## config.mk

```make
export PLATFORM = sky130hd
export DESIGN_NAME = vfo_band_tuning_controller
export DESIGN_NICKNAME = d
export VERILOG_FILES = /design/src/rtl/core/vbtc_pkg.sv /design/src/rtl/core/vbtc_ram.sv /design/src/rtl/core/vbtc_band_pick.sv /design/src/rtl/core/vfo_band_tuning_controller.sv
export SDC_FILE = /design/constraint.sdc
export NUM_CORES = 1
export LEC_CHECK = 0
export ABC_CLOCK_PERIOD_IN_PS = 8950
export CORE_UTILIZATION = 55
export DETAILED_ROUTE_END_ITERATION = 10
export DONT_BUFFER_PORTS = 1
export PLACE_DENSITY = 0.7
export SYNTH_ARGS = -nofsm -noshare
export SYNTH_HDL_FRONTEND = slang
export SYNTH_HIERARCHICAL = 1
export SYNTH_SLANG_ARGS = --single-unit
export TNS_END_PERCENT = 30
```

## constraint.sdc

```tcl
create_clock -name clk_i -period 8.95 [get_ports clk_i]
set_clock_uncertainty 0.2 [all_clocks]
set_input_delay 1.79 -clock clk_i [delete_from_list [all_inputs] [get_ports clk_i]]
set_output_delay 1.79 -clock clk_i [all_outputs]
set_load 0.005 [all_outputs]
```

## src/rtl/core/vbtc_pkg.sv

```systemverilog
// Shared types, constants and band tables of the VFO band tuning controller.
`default_nettype none

package vbtc_pkg;

  localparam int unsigned NumBands = 11;
  localparam int unsigned FreqW    = 25;
  localparam int unsigned BandW    = 4;
  localparam int unsigned ModeW    = 2;
  localparam int unsigned HostW    = 26;
  localparam int unsigned DeltaW   = 16;
  localparam int unsigned CorrW    = 12;
  localparam int unsigned CalcW    = 28;
  localparam int unsigned MemW     = FreqW + ModeW;

  typedef logic [FreqW-1:0]        freq_t;
  typedef logic [BandW-1:0]        band_t;
  typedef logic [ModeW-1:0]        mode_t;
  typedef logic signed [CalcW-1:0] calc_t;
  typedef logic signed [CorrW-1:0] corr_t;

  typedef enum logic [1:0] {
    OP_TUNE = 2'd0,
    OP_BAND = 2'd1,
    OP_HOST = 2'd2
  } op_e;

  localparam band_t LastBand       = band_t'(NumBands - 1);
  localparam band_t BandLimit      = band_t'(NumBands);
  localparam mode_t ModeSideA      = 2'd0;
  localparam mode_t ModeSideB      = 2'd1;
  localparam calc_t SidebandOffset = 28'sd1500;

  function automatic freq_t edge_lo(band_t b);
    freq_t f;
    unique case (b)
      4'd0:    f = 25'd1800000;
      4'd1:    f = 25'd3500000;
      4'd2:    f = 25'd7000000;
      4'd3:    f = 25'd10100000;
      4'd4:    f = 25'd14000000;
      4'd5:    f = 25'd18068000;
      4'd6:    f = 25'd21000000;
      4'd7:    f = 25'd24890000;
      4'd8:    f = 25'd28000000;
      4'd9:    f = 25'd28500000;
      default: f = 25'd29000000;
    endcase
    return f;
  endfunction

  function automatic freq_t edge_hi(band_t b);
    freq_t f;
    unique case (b)
      4'd0:    f = 25'd2000000;
      4'd1:    f = 25'd4000000;
      4'd2:    f = 25'd7300000;
      4'd3:    f = 25'd10150000;
      4'd4:    f = 25'd14350000;
      4'd5:    f = 25'd18168000;
      4'd6:    f = 25'd21450000;
      4'd7:    f = 25'd24990000;
      4'd8:    f = 25'd28500000;
      4'd9:    f = 25'd29000000;
      default: f = 25'd29700000;
    endcase
    return f;
  endfunction

  function automatic corr_t osc_corr(band_t b);
    corr_t c;
    unique case (b)
      4'd0:    c = -12'sd350;
      4'd1:    c = 12'sd0;
      4'd2:    c = 12'sd50;
      4'd3:    c = 12'sd200;
      4'd4:    c = 12'sd500;
      4'd5:    c = 12'sd500;
      4'd6:    c = 12'sd750;
      4'd7:    c = 12'sd750;
      4'd8:    c = 12'sd750;
      4'd9:    c = 12'sd750;
      default: c = 12'sd200;
    endcase
    return c;
  endfunction

endpackage

`default_nettype wire

```

## src/rtl/core/vbtc_ram.sv

```systemverilog
// Generic single-write, single-read RAM with registered read data.
`default_nettype none

module vbtc_ram #(
  parameter int unsigned Width = vbtc_pkg::MemW,
  parameter int unsigned Depth = vbtc_pkg::NumBands,
  localparam int unsigned AddrW = (Depth > 1) ? $clog2(Depth) : 1
) (
  input  wire logic             clk_i,
  input  wire logic             we_i,
  input  wire logic [AddrW-1:0] waddr_i,
  input  wire logic [Width-1:0] wdata_i,
  input  wire logic             re_i,
  input  wire logic [AddrW-1:0] raddr_i,
  output logic      [Width-1:0] rdata_o
);

  logic [Width-1:0] mem_q [Depth];

  always_ff @(posedge clk_i) begin
    if (we_i) begin
      mem_q[waddr_i] <= wdata_i;
    end
    if (re_i) begin
      rdata_o <= mem_q[raddr_i];
    end
  end

endmodule

`default_nettype wire

```

## src/rtl/core/vbtc_band_pick.sv

```systemverilog
// Band lookup for a host frequency: first band whose edges contain it, else the last band.
`default_nettype none

module vbtc_band_pick (
  input  wire logic [vbtc_pkg::HostW-1:0] host_freq_i,
  output vbtc_pkg::band_t                 band_o
);

  logic [vbtc_pkg::NumBands-2:0] hit;

  // Compare against every band but the last; the last is the fallback.
  always_comb begin
    for (int i = 0; i < vbtc_pkg::NumBands - 1; i++) begin
      hit[i] = (host_freq_i >= {1'b0, vbtc_pkg::edge_lo(vbtc_pkg::band_t'(i))}) &&
               (host_freq_i <= {1'b0, vbtc_pkg::edge_hi(vbtc_pkg::band_t'(i))});
    end
  end

  // Take the lowest matching band.
  always_comb begin
    band_o = vbtc_pkg::LastBand;
    for (int i = vbtc_pkg::NumBands - 2; i >= 0; i--) begin
      if (hit[i]) begin
        band_o = vbtc_pkg::band_t'(i);
      end
    end
  end

endmodule

`default_nettype wire

```

## src/rtl/core/vfo_band_tuning_controller.sv

```systemverilog
// Top level of the VFO band tuning controller.
`default_nettype none

// The controller keeps the active dial frequency, band (0..10) and mode, and
// an eleven-slot band memory with one frequency and mode per band. Each input
// transaction (tune step, band change, host set frequency) yields exactly one
// output transaction carrying the active state after the command and the
// oscillator frequency (dial plus a fixed per-band correction). On accept, a
// valid band change or host set frequency writes the old band's slot and reads
// the new band's slot from the band RAM; in the execute state the block then
// clamps and commits the new state once the output register is free. One item
// is in flight at a time. The active state registers double as the output
// register, so an item can be accepted while the previous result still waits
// to be taken. The band RAM needs no clearing pass: a valid bit per slot
// stands in for its reset value (lower band edge, mode zero), so the block is
// ready right after reset.

module vfo_band_tuning_controller (
  input  wire logic                          clk_i,
  input  wire logic                          rst_ni,
  input  wire logic                          in_valid_i,
  output logic                               in_stall_o,
  input  wire logic [1:0]                    operation_i,
  input  wire logic signed [vbtc_pkg::DeltaW-1:0] tune_delta_i,
  input  wire logic [vbtc_pkg::BandW-1:0]    new_band_i,
  input  wire logic [vbtc_pkg::HostW-1:0]    host_freq_i,
  output logic                               out_valid_o,
  input  wire logic                          out_stall_i,
  output logic [vbtc_pkg::FreqW-1:0]         dial_freq_o,
  output logic [vbtc_pkg::FreqW-1:0]         oscillator_freq_o,
  output logic [vbtc_pkg::BandW-1:0]         band_o,
  output logic [vbtc_pkg::ModeW-1:0]         mode_o
);

  typedef enum logic {
    ST_IDLE,
    ST_EXEC
  } state_e;

  state_e                state_q;
  vbtc_pkg::freq_t       active_freq_q;
  vbtc_pkg::band_t       active_band_q;
  vbtc_pkg::mode_t       active_mode_q;
  logic                  out_valid_q;
  logic [vbtc_pkg::NumBands-1:0] slot_valid_q;

  // Latched command, held from accept until commit.
  vbtc_pkg::op_e                      op_q;
  logic signed [vbtc_pkg::DeltaW-1:0] delta_q;
  logic [vbtc_pkg::HostW-1:0]         host_q;
  vbtc_pkg::band_t                    tgt_q;
  logic                               switch_q;
  logic                               same_q;
  logic                               hit_q;

  // Accept-side decode.
  logic            accept;
  vbtc_pkg::op_e   op_in;
  vbtc_pkg::band_t picked_band;
  vbtc_pkg::band_t tgt_d;
  logic            switch_d;
  logic            hit_d;

  // Commit-side datapath.
  logic [vbtc_pkg::MemW-1:0] ram_rdata;
  logic            commit;
  vbtc_pkg::freq_t slot_freq;
  vbtc_pkg::mode_t slot_mode;
  vbtc_pkg::band_t band_d;
  vbtc_pkg::mode_t mode_d;
  vbtc_pkg::calc_t cand;
  vbtc_pkg::calc_t lo_edge;
  vbtc_pkg::calc_t hi_edge;
  vbtc_pkg::freq_t freq_d;
  logic signed [vbtc_pkg::FreqW:0] osc_sum;

  assign in_stall_o = (state_q != ST_IDLE);
  assign accept     = in_valid_i && !in_stall_o;
  assign op_in      = vbtc_pkg::op_e'(operation_i);

  vbtc_band_pick u_band_pick (
    .host_freq_i (host_freq_i),
    .band_o      (picked_band)
  );

  // Pick the slot to load; a band change beyond the last band does nothing.
  always_comb begin
    tgt_d    = new_band_i;
    switch_d = 1'b0;
    case (op_in)
      vbtc_pkg::OP_BAND: begin
        switch_d = (new_band_i < vbtc_pkg::BandLimit);
      end
      vbtc_pkg::OP_HOST: begin
        tgt_d    = picked_band;
        switch_d = 1'b1;
      end
      default: begin
        switch_d = 1'b0;
      end
    endcase
    hit_d = switch_d && slot_valid_q[tgt_d];
  end

  // Save the active state into the old slot and fetch the new one in the
  // same cycle. A change to the same band reloads what is being saved; that
  // case is forwarded from the active registers instead of the RAM.
  vbtc_ram #(
    .Width (vbtc_pkg::MemW),
    .Depth (vbtc_pkg::NumBands)
  ) u_band_ram (
    .clk_i   (clk_i),
    .we_i    (accept && switch_d),
    .waddr_i (active_band_q),
    .wdata_i ({active_freq_q, active_mode_q}),
    .re_i    (accept && switch_d),
    .raddr_i (tgt_d),
    .rdata_o (ram_rdata)
  );

  // Commit only when the output register is empty or being emptied.
  assign commit = (state_q == ST_EXEC) && (!out_valid_q || !out_stall_i);

  always_comb begin
    if (same_q) begin
      slot_freq = active_freq_q;
      slot_mode = active_mode_q;
    end else if (hit_q) begin
      slot_freq = ram_rdata[vbtc_pkg::MemW-1:vbtc_pkg::ModeW];
      slot_mode = ram_rdata[vbtc_pkg::ModeW-1:0];
    end else begin
      // Untouched slot: lower band edge, mode zero.
      slot_freq = vbtc_pkg::edge_lo(tgt_q);
      slot_mode = vbtc_pkg::ModeSideA;
    end

    band_d = switch_q ? tgt_q : active_band_q;
    mode_d = switch_q ? slot_mode : active_mode_q;

    case (op_q)
      vbtc_pkg::OP_TUNE: begin
        cand = $signed({3'b000, active_freq_q}) + vbtc_pkg::CalcW'(delta_q);
      end
      vbtc_pkg::OP_BAND: begin
        cand = switch_q ? $signed({3'b000, slot_freq}) : $signed({3'b000, active_freq_q});
      end
      vbtc_pkg::OP_HOST: begin
        // Apply the sideband offset of the freshly loaded mode.
        if (mode_d == vbtc_pkg::ModeSideA) begin
          cand = $signed({2'b00, host_q}) + vbtc_pkg::SidebandOffset;
        end else if (mode_d == vbtc_pkg::ModeSideB) begin
          cand = $signed({2'b00, host_q}) - vbtc_pkg::SidebandOffset;
        end else begin
          cand = $signed({2'b00, host_q});
        end
      end
      default: begin
        cand = $signed({3'b000, active_freq_q});
      end
    endcase

    // Clamp to the edges of the resulting band.
    lo_edge = $signed({3'b000, vbtc_pkg::edge_lo(band_d)});
    hi_edge = $signed({3'b000, vbtc_pkg::edge_hi(band_d)});
    if (cand < lo_edge) begin
      freq_d = lo_edge[vbtc_pkg::FreqW-1:0];
    end else if (cand > hi_edge) begin
      freq_d = hi_edge[vbtc_pkg::FreqW-1:0];
    end else begin
      freq_d = cand[vbtc_pkg::FreqW-1:0];
    end
  end

  // Control state and the active registers, which also form the output register.
  always_ff @(posedge clk_i or negedge rst_ni) begin
    if (!rst_ni) begin
      state_q       <= ST_IDLE;
      active_freq_q <= vbtc_pkg::edge_lo(vbtc_pkg::band_t'(0));
      active_band_q <= '0;
      active_mode_q <= vbtc_pkg::ModeSideA;
      out_valid_q   <= 1'b0;
      slot_valid_q  <= '0;
    end else begin
      unique case (state_q)
        ST_IDLE: begin
          if (accept) begin
            state_q <= ST_EXEC;
            if (switch_d) begin
              slot_valid_q[active_band_q] <= 1'b1;
            end
          end
        end
        ST_EXEC: begin
          if (commit) begin
            state_q <= ST_IDLE;
          end
        end
        default: begin
          state_q <= ST_IDLE;
        end
      endcase

      if (commit) begin
        active_freq_q <= freq_d;
        active_band_q <= band_d;
        active_mode_q <= mode_d;
        out_valid_q   <= 1'b1;
      end else if (out_valid_q && !out_stall_i) begin
        out_valid_q   <= 1'b0;
      end
    end
  end

  // Hold the command payload from accept to commit.
  always_ff @(posedge clk_i) begin
    if (accept) begin
      op_q     <= op_in;
      delta_q  <= tune_delta_i;
      host_q   <= host_freq_i;
      tgt_q    <= tgt_d;
      switch_q <= switch_d;
      same_q   <= switch_d && (tgt_d == active_band_q);
      hit_q    <= hit_d;
    end
  end

  // Oscillator frequency follows the held dial frequency and band.
  assign osc_sum = $signed({1'b0, active_freq_q})
                 + (vbtc_pkg::FreqW + 1)'(vbtc_pkg::osc_corr(active_band_q));

  assign out_valid_o       = out_valid_q;
  assign dial_freq_o       = active_freq_q;
  assign oscillator_freq_o = osc_sum[vbtc_pkg::FreqW-1:0];
  assign band_o            = active_band_q;
  assign mode_o            = active_mode_q;

endmodule

`default_nettype wire

```

== Word level (Yosys, flattened, before mapping) ==
Memories as Yosys holds them, arrays and structs flattened. A register that Yosys moved wholly into a read port is not among the register bits.
Cells that the tools add are included.

* Flip-flop bits (word level): 95
* Bits in writable memories: 297
* Memories: 5
* ROM bits: 1,184
* Bits in latches: 0
* Word-level logic and storage cells: 117

{| class="wikitable"
|+ Memory list
! memory !! words !! width !! read ports !! clocked after memory_dff !! write ports !! RTL line !! source
|-
| (name not given) || 16 || 21 || 1 || 1 || 0 || vbtc_pkg.sv:36 || <nowiki>unique case (b)</nowiki>
|-
| (name not given) || 16 || 21 || 1 || 0 || 0 || vbtc_pkg.sv:36 ||
|-
| (name not given) || 16 || 21 || 1 || 0 || 0 || vbtc_pkg.sv:54 || <nowiki>unique case (b)</nowiki>
|-
| u_band_ram.mem_q || 11 || 27 || 1 || 1 || 1 || vbtc_ram.sv:18 || <nowiki>logic [Width-1:0] mem_q [Depth];</nowiki>
|-
| (name not given) || 16 || 11 || 1 || 0 || 0 || vbtc_pkg.sv:72 || <nowiki>unique case (b)</nowiki>
|}

* Magnitude comparators: 26
* Div/mod/pow operators: 0
* Reductions and logical operators: 25
* Bitwise logic cells: 2
* Shift operators: 0
* Equality and inequality tests: 6
* Add/sub/neg operators: 4
* $mul: 0
* Muxes and demuxes: 36

{| class="wikitable"
|+ Operators with widths
! cell !! count
|-
| 26-bit by 25-bit >= comparator with 1-bit output, second input constant || 5
|-
| 26-bit by 25-bit less-or-equal comparator with 1-bit output, second input constant || 5
|-
| 25-bit 2-to-1 mux || 5
|-
| 28-bit one-hot mux with 3 select lines || 1
|-
| 28-bit 2-to-1 mux || 2
|-
| 26-bit by 24-bit >= comparator with 1-bit output, second input constant || 2
|-
| 26-bit by 24-bit less-or-equal comparator with 1-bit output, second input constant || 2
|-
| 4-bit 2-to-1 mux || 11
|-
| 28-bit by 26-bit > comparator with 1-bit output || 1
|-
| 28-bit by 26-bit less-than comparator with 1-bit output || 1
|-
| 26-bit by 11-bit adder with 27-bit output, second input constant || 1
|-
| 26-bit by 16-bit adder with 27-bit output || 1
|-
| 26-bit by 11-bit subtractor with 27-bit output, second input constant || 1
|-
| 26-bit by 21-bit >= comparator with 1-bit output, second input constant || 1
|-
| 26-bit by 22-bit >= comparator with 1-bit output, second input constant || 1
|-
| 26-bit by 23-bit >= comparator with 1-bit output, second input constant || 1
|-
| 26-bit by 21-bit less-or-equal comparator with 1-bit output, second input constant || 1
|-
| 26-bit by 22-bit less-or-equal comparator with 1-bit output, second input constant || 1
|-
| 26-bit by 23-bit less-or-equal comparator with 1-bit output, second input constant || 1
|-
| 25-bit by 12-bit adder with 25-bit output || 1
|-
| 1-bit logical AND || 17
|-
| 11-bit OR || 1
|-
| 4-bit by 5-bit less-than comparator with 1-bit output, second input constant || 2
|-
| 2-bit 2-to-1 mux || 5
|-
| other kinds (15) || 29
|}

== Longest topological paths before layout ==
* Depth after elaboration: 16
* Gate-level depth with buffers: 25

== By module ==
Netlist, hierarchy kept.

{| class="wikitable"
|+ Modules (own cells, without submodules)
! module !! area each (sq um) !! cells each !! times used !! sequential area each (sq um)
|-
| vbtc_ram || 12,622.1 || 652 || 1 || 9,729.3
|-
| vfo_band_tuning_controller || 10,647.7 || 1,212 || 1 || 3,066.7
|-
| vbtc_band_pick || 1,619.1 || 251 || 1 || 0.0
|}

== Worst setup path after synthesis ==
Ideal clock, no wire load.

* Path type: input port to flip-flop
* From: input port operation_i[0]
* To: memory u_band_ram/mem_q[0][0] (netlist bit) (enable)
* Library setup time: 0.445 ns
* Data arrival time: 6.403 ns
* Data required time: 8.305 ns
* Path slack: 1.902 ns
* Path buffers: 2
* Stages: 9
* Cells stage by stage: inv_1 > ha_1 > clkbuf_1 > a21oi_1 > or2_2 > clkbuf_1 > nor2_1 > or3b_1 > nor3_1

* Cells in the longest elaborated chain, start to end: 5
* Elaborated cells on any way between the ends: 6

{| class="wikitable"
|+ RTL lines
! item !! RTL line !! source
|-
| start: declaration || vfo_band_tuning_controller.sv:23 || <nowiki>input wire logic [1:0] operation_i,</nowiki>
|-
| 2-bit == test / 2-bit by 1-bit == test with 1-bit output (equally long branches) || vfo_band_tuning_controller.sv:90 || <nowiki>case (op_in)</nowiki>
|-
| 1-bit one-hot mux with 2 select lines (*) || vfo_band_tuning_controller.sv:90 ||
|-
| 1-bit logical AND (*) || vfo_band_tuning_controller.sv:113 || <nowiki>.we_i (accept && switch_d),</nowiki>
|-
| 1-bit 2-to-1 mux (*) || vbtc_ram.sv:21 || <nowiki>if (we_i) begin</nowiki>
|-
| 1-bit 2-to-1 mux (implied by the code) (*) || vbtc_ram.sv:22 || <nowiki>mem_q[waddr_i] <= wdata_i;</nowiki>
|-
| end: declaration || vbtc_ram.sv:18 ||
|}

Mark *: on every way between the ends. The rest lies on a longest branch, timed or not.

== Final worst setup path ==
* From: register active_band_q[1], in the netlist band_o[1]
* To: output port oscillator_freq_o[24] (netlist bit)

* Cells in the longest elaborated chain, start to end: 2

{| class="wikitable"
|+ RTL lines
! item !! RTL line !! source
|-
| start: declaration || vfo_band_tuning_controller.sv:42 || <nowiki>vbtc_pkg::band_t active_band_q;</nowiki>
|-
| start signal: assignment || vfo_band_tuning_controller.sv:205 || <nowiki>active_band_q <= band_d;</nowiki>
|-
| memory read 16 x 11 bit || -- ||
|-
| 25-bit by 12-bit adder with 25-bit output || vfo_band_tuning_controller.sv:229 || <nowiki>+ (vbtc_pkg::FreqW + 1)'(vbtc_pkg::osc_corr(active_band_q));</nowiki>
|-
| end: declaration || vfo_band_tuning_controller.sv:30 || <nowiki>output logic [vbtc_pkg::FreqW-1:0] oscillator_freq_o,</nowiki>
|}

Every way passes these cells.

==> flow_metrics.py <==
metrics = {
    "timing": {
        "relSlewSlack_pct": 20.8,
        "fin_crit_ns": 7.42,
        "finalHoldViolations": 0,
        "maxSlewViolCount": 0,
        "worst_pin_slew_ns": 1.19,
        "final-setup-viol-count": 0,
        "finalCritPeriodShare_pct": 83.0,
        "setup_tns_ns": 0,
        "fmax_mhz": 135,
        "rsz0062_at_grt": "false",
    },
    "critical_path": {
        "start_kind": "flop",
        "arrival_ns": 5.43,
        "path_class": "reg2out",
        "worstRegToRegCells": 21,
        "worst-path-max-fanout": 16,
        "critical_path.cell_chain": "clkinv_1 > ha_1 > and2_1 > ha_1 > o21ai_0 > a211o_1 > a21oi_1 > o211a_1 > o221a_2 > nor4_1 > o31ai_1 > o21ai_0 > nand2b_1 > a21oi_1 > xnor2_1",
        "r2r-start": "dial_freq_o[0]$_DFFE_PN0P_",
        "startpoint": "band_o[1]$_DFFE_PN0P_",
        "critPathCaptureType": "output pin",
        "worst_path_largest_cell_delay_ns": 0.77,
        "cpMaxStageDelayCell": "o31ai_1",
        "worstPathRequired_ns": 6.96,
    },
    "routing": {
        "viasPerCell": 6.65,
        "dr.pass1.iters": 8,
        "wl_um": 72900,
        "initialDrtViolationCount": 2050,
        "wire_per_inst_um": 26.9,
        "drc_errors": 0,
        "route.vias.total": 18000,
        "antenna_left": 0,
    },
    "die": {
        "rows": 77,
        "core-area_um2": 44400,
        "die_w_um": 215,
        "start_util_pct": 56.0,
        "die_area_um2": 46100,
        "chipHeight_um": 215,
        "io_pins": 110,
    },
    "synth": {
        "syn_area_um2": 24900,
        "synthArstFlopShare_pct": 10.0,
        "synth_cells": 2115,
        "avgSynthCellArea_um2": 11.8,
        "yosysSeqAreaShare_pct": 51.4,
        "synth.distinct_cells": 114,
        "ys_ff_latch": 440,
        "synth_most_common_cell": "edfxtp_1",
        "yosysWarnings": 6,
        "ys.flop_type": "edfxtp_1",
        "synth.area.top_cells": "edfxtp_1 (45%), ha_1 (5.5%), mux2i_1 (3.5%)",
        "synth_common_cells": "edfxtp_1 (375), nand2_1 (166), nor2_1 (121)",
        "yosysTopAreaCellShare_pct": 45.2,
        "synth_top_area_cell": "edfxtp_1",
        "syn_nets": 2279,
        "synth_edf_count": 375,
    },
    "final_layout": {
        "final_core_util_pct": 60.5,
        "fin_nets": 2246,
        "syn_to_final_growth_pct": 7.91,
        "drive_above_1_share_pct": 13.5,
        "antennaDiodeCount": 0,
        "final_area_um2": 26900,
    },
    "placement": {
        "io_buffers": 0,
        "gp_congestion": 0.963,
        "placed_area_um2": 25400,
        "dpl.hpwl_um": 48900,
    },
    "grt": {
        "track_usage_pct": 31.2,
        "grt_pass1_vias": 17400,
        "grt_max_degree": 72,
        "grt_pass1_wl_um": 109000,
        "antenna_found_initial": 1,
        "overflow": 0,
    },
    "clock_tree": {
        "clock_path_buffers": 3,
        "cts_root_buffer": "clkbuf_16",
        "ctsHoldBuffers": 0,
        "clk_pin_slew_worst_paths_ns": 0.06,
        "clk_latency_ns": 0.59,
        "numClockSinks": 440,
        "postCtsSetupBuffers": 0,
        "numCtsBuffers": 45,
        "cts_tree": "built",
        "cts_resized": 0,
        "cts.htree.levels": 2,
    },
    "min_path": {
        "min-delay-start": "slot_valid_q[5]$_DFFE_PN0P_",
        "hold_path_class": "reg2reg",
        "whs_path_depth": 1,
    },
    "run": {
        "drv_cap": 0,
    },
    "power": {
        "powerDensity_nw_per_um2": 307,
        "leakage_uw": 0.00970,
        "ir_drop_v": 0.000174,
    },
    "status": {
        "status": "complete, no violations",
    },
}
==> path summary, 6_finish.rpt <==
path | to | slack [ns]
max in group asynchronous | dial_freq_o[8]$_DFFE_PN1P_ | 7.62
min in group asynchronous | slot_valid_q[8]$_DFFE_PN0P_ | 0.71
hold reg to reg | slot_valid_q[5]$_DFFE_PN0P_ | 0.26
setup reg to reg | dial_freq_o[23]$_DFFE_PN0P_ | 2.16
hold / removal | slot_valid_q[5]$_DFFE_PN0P_ | 0.26
setup / recovery | oscillator_freq_o[24] | 1.53
==> cells in the final DEF, fill, tap and decap left out, types with 13 or more instances in the layout <==
cell and instances:
mux2_1 28, nand2_1 166, dfxtp_1 21, and3_1 16, o21a_1 15, nand2b_1 49, nor4_1 20, o31ai_2 14
edfxtp_1 375, o21ai_0 112, o31ai_1 29, inv_1 28, o211ai_1 41, nand3_1 41, clkbuf_16 46, mux2_2 60
mux2i_1 86, ha_1 110, o211ai_2 15, nor2_1 111, a21oi_1 102, a211oi_1 16, dfrtp_1 33, a31oi_1 17
xnor2_1 46, buf_4 35, nand4_1 22, o22ai_1 36, nor2b_1 13, and2_1 18, a21o_1 35, xor2_1 22
nor3_1 29, a22o_1 41
==> per-layer routing <==
metal  track usage [%]  share of wire (%)  wire length, µm
met1              42.7                 42            30300
met4              11.0                3.4             2500
met2              50.7                 47            34200
met5                 0                  0                0
met3              4.37                8.1             5890
==> worst max-delay path: cells and delay by family, from the launching register on <==
kind | cells | cell delay (ns)
buf+inv | 1 | 0.39
flops | 1 | 0.69
compound gates | 8 | 2.06
simple gates | 3 | 0.64
fa+ha+maj | 2 | 0.88
xor+xnor | 1 | 0.20
==> report_power, final <==
group | internal, µW | leakage (µW) | switching, µW
clock | 1100 | 0.000725 | 805
sequential | 2590 | 0.00415 | 365
combinational | 1250 | 0.00482 | 2140
total | 4940 | 0.00970 | 3310
==> metrics by stage <==
| step | setup WS, ns | total power (µW) | hold slack, ns | cells |
|---|---|---|---|---|
| 2_1_floorplan | 1.90 | 5230 | 0.223 | 2115 |
| 3_3_place_gp | 2.30 | 6230 | 0.238 | 2627 |
| 3_5_place_dp | 2.19 | 6300 | 0.246 | 2627 |
| 4_1_cts | 1.62 | 8200 | 0.256 | 2710 |
| 5_1_grt | 1.19 | 8630 | 0.264 | 2710 |
| 6_report | 1.53 | 8260 | 0.257 | 2710 |
==> logic make-up after synthesis <==
group,Yosys count,synth area share [%]
multiplexers,191,8.85
buffers and inverters,149,3.04
AND/OR/NAND/NOR,576,12.2
AO/OA/AOI/OAI,579,16.5
XOR/XNOR,68,2.39
adder cells (fa/ha/maj),112,5.69
flip-flops,440,51.4
==> sequential cells by signal, summed over array words and instances (netlist names), named ones only <==
signal	cells
band_o	4
delta_q	16
dial_freq_o	25
hit_q	1
host_q	26
in_stall_o	1
mode_o	2
op_q	2
out_valid_o	1
same_q	1
slot_valid_q	11
switch_q	1
tgt_q	4
u_band_ram/mem_q	297
u_band_ram/rdata_o	27
==> layout make-up <==
cell class                 count  area (µm²)
clock buffer                  61        1240
sequential                   440       12800
fill                        3494       17600
multi-input combinational   1526       11400
tap                          592         741
inverter                      34         133
timing repair buffer          35         263
clock inverter                22         264
Note: power is estimated with default switching activity, not from simulation.
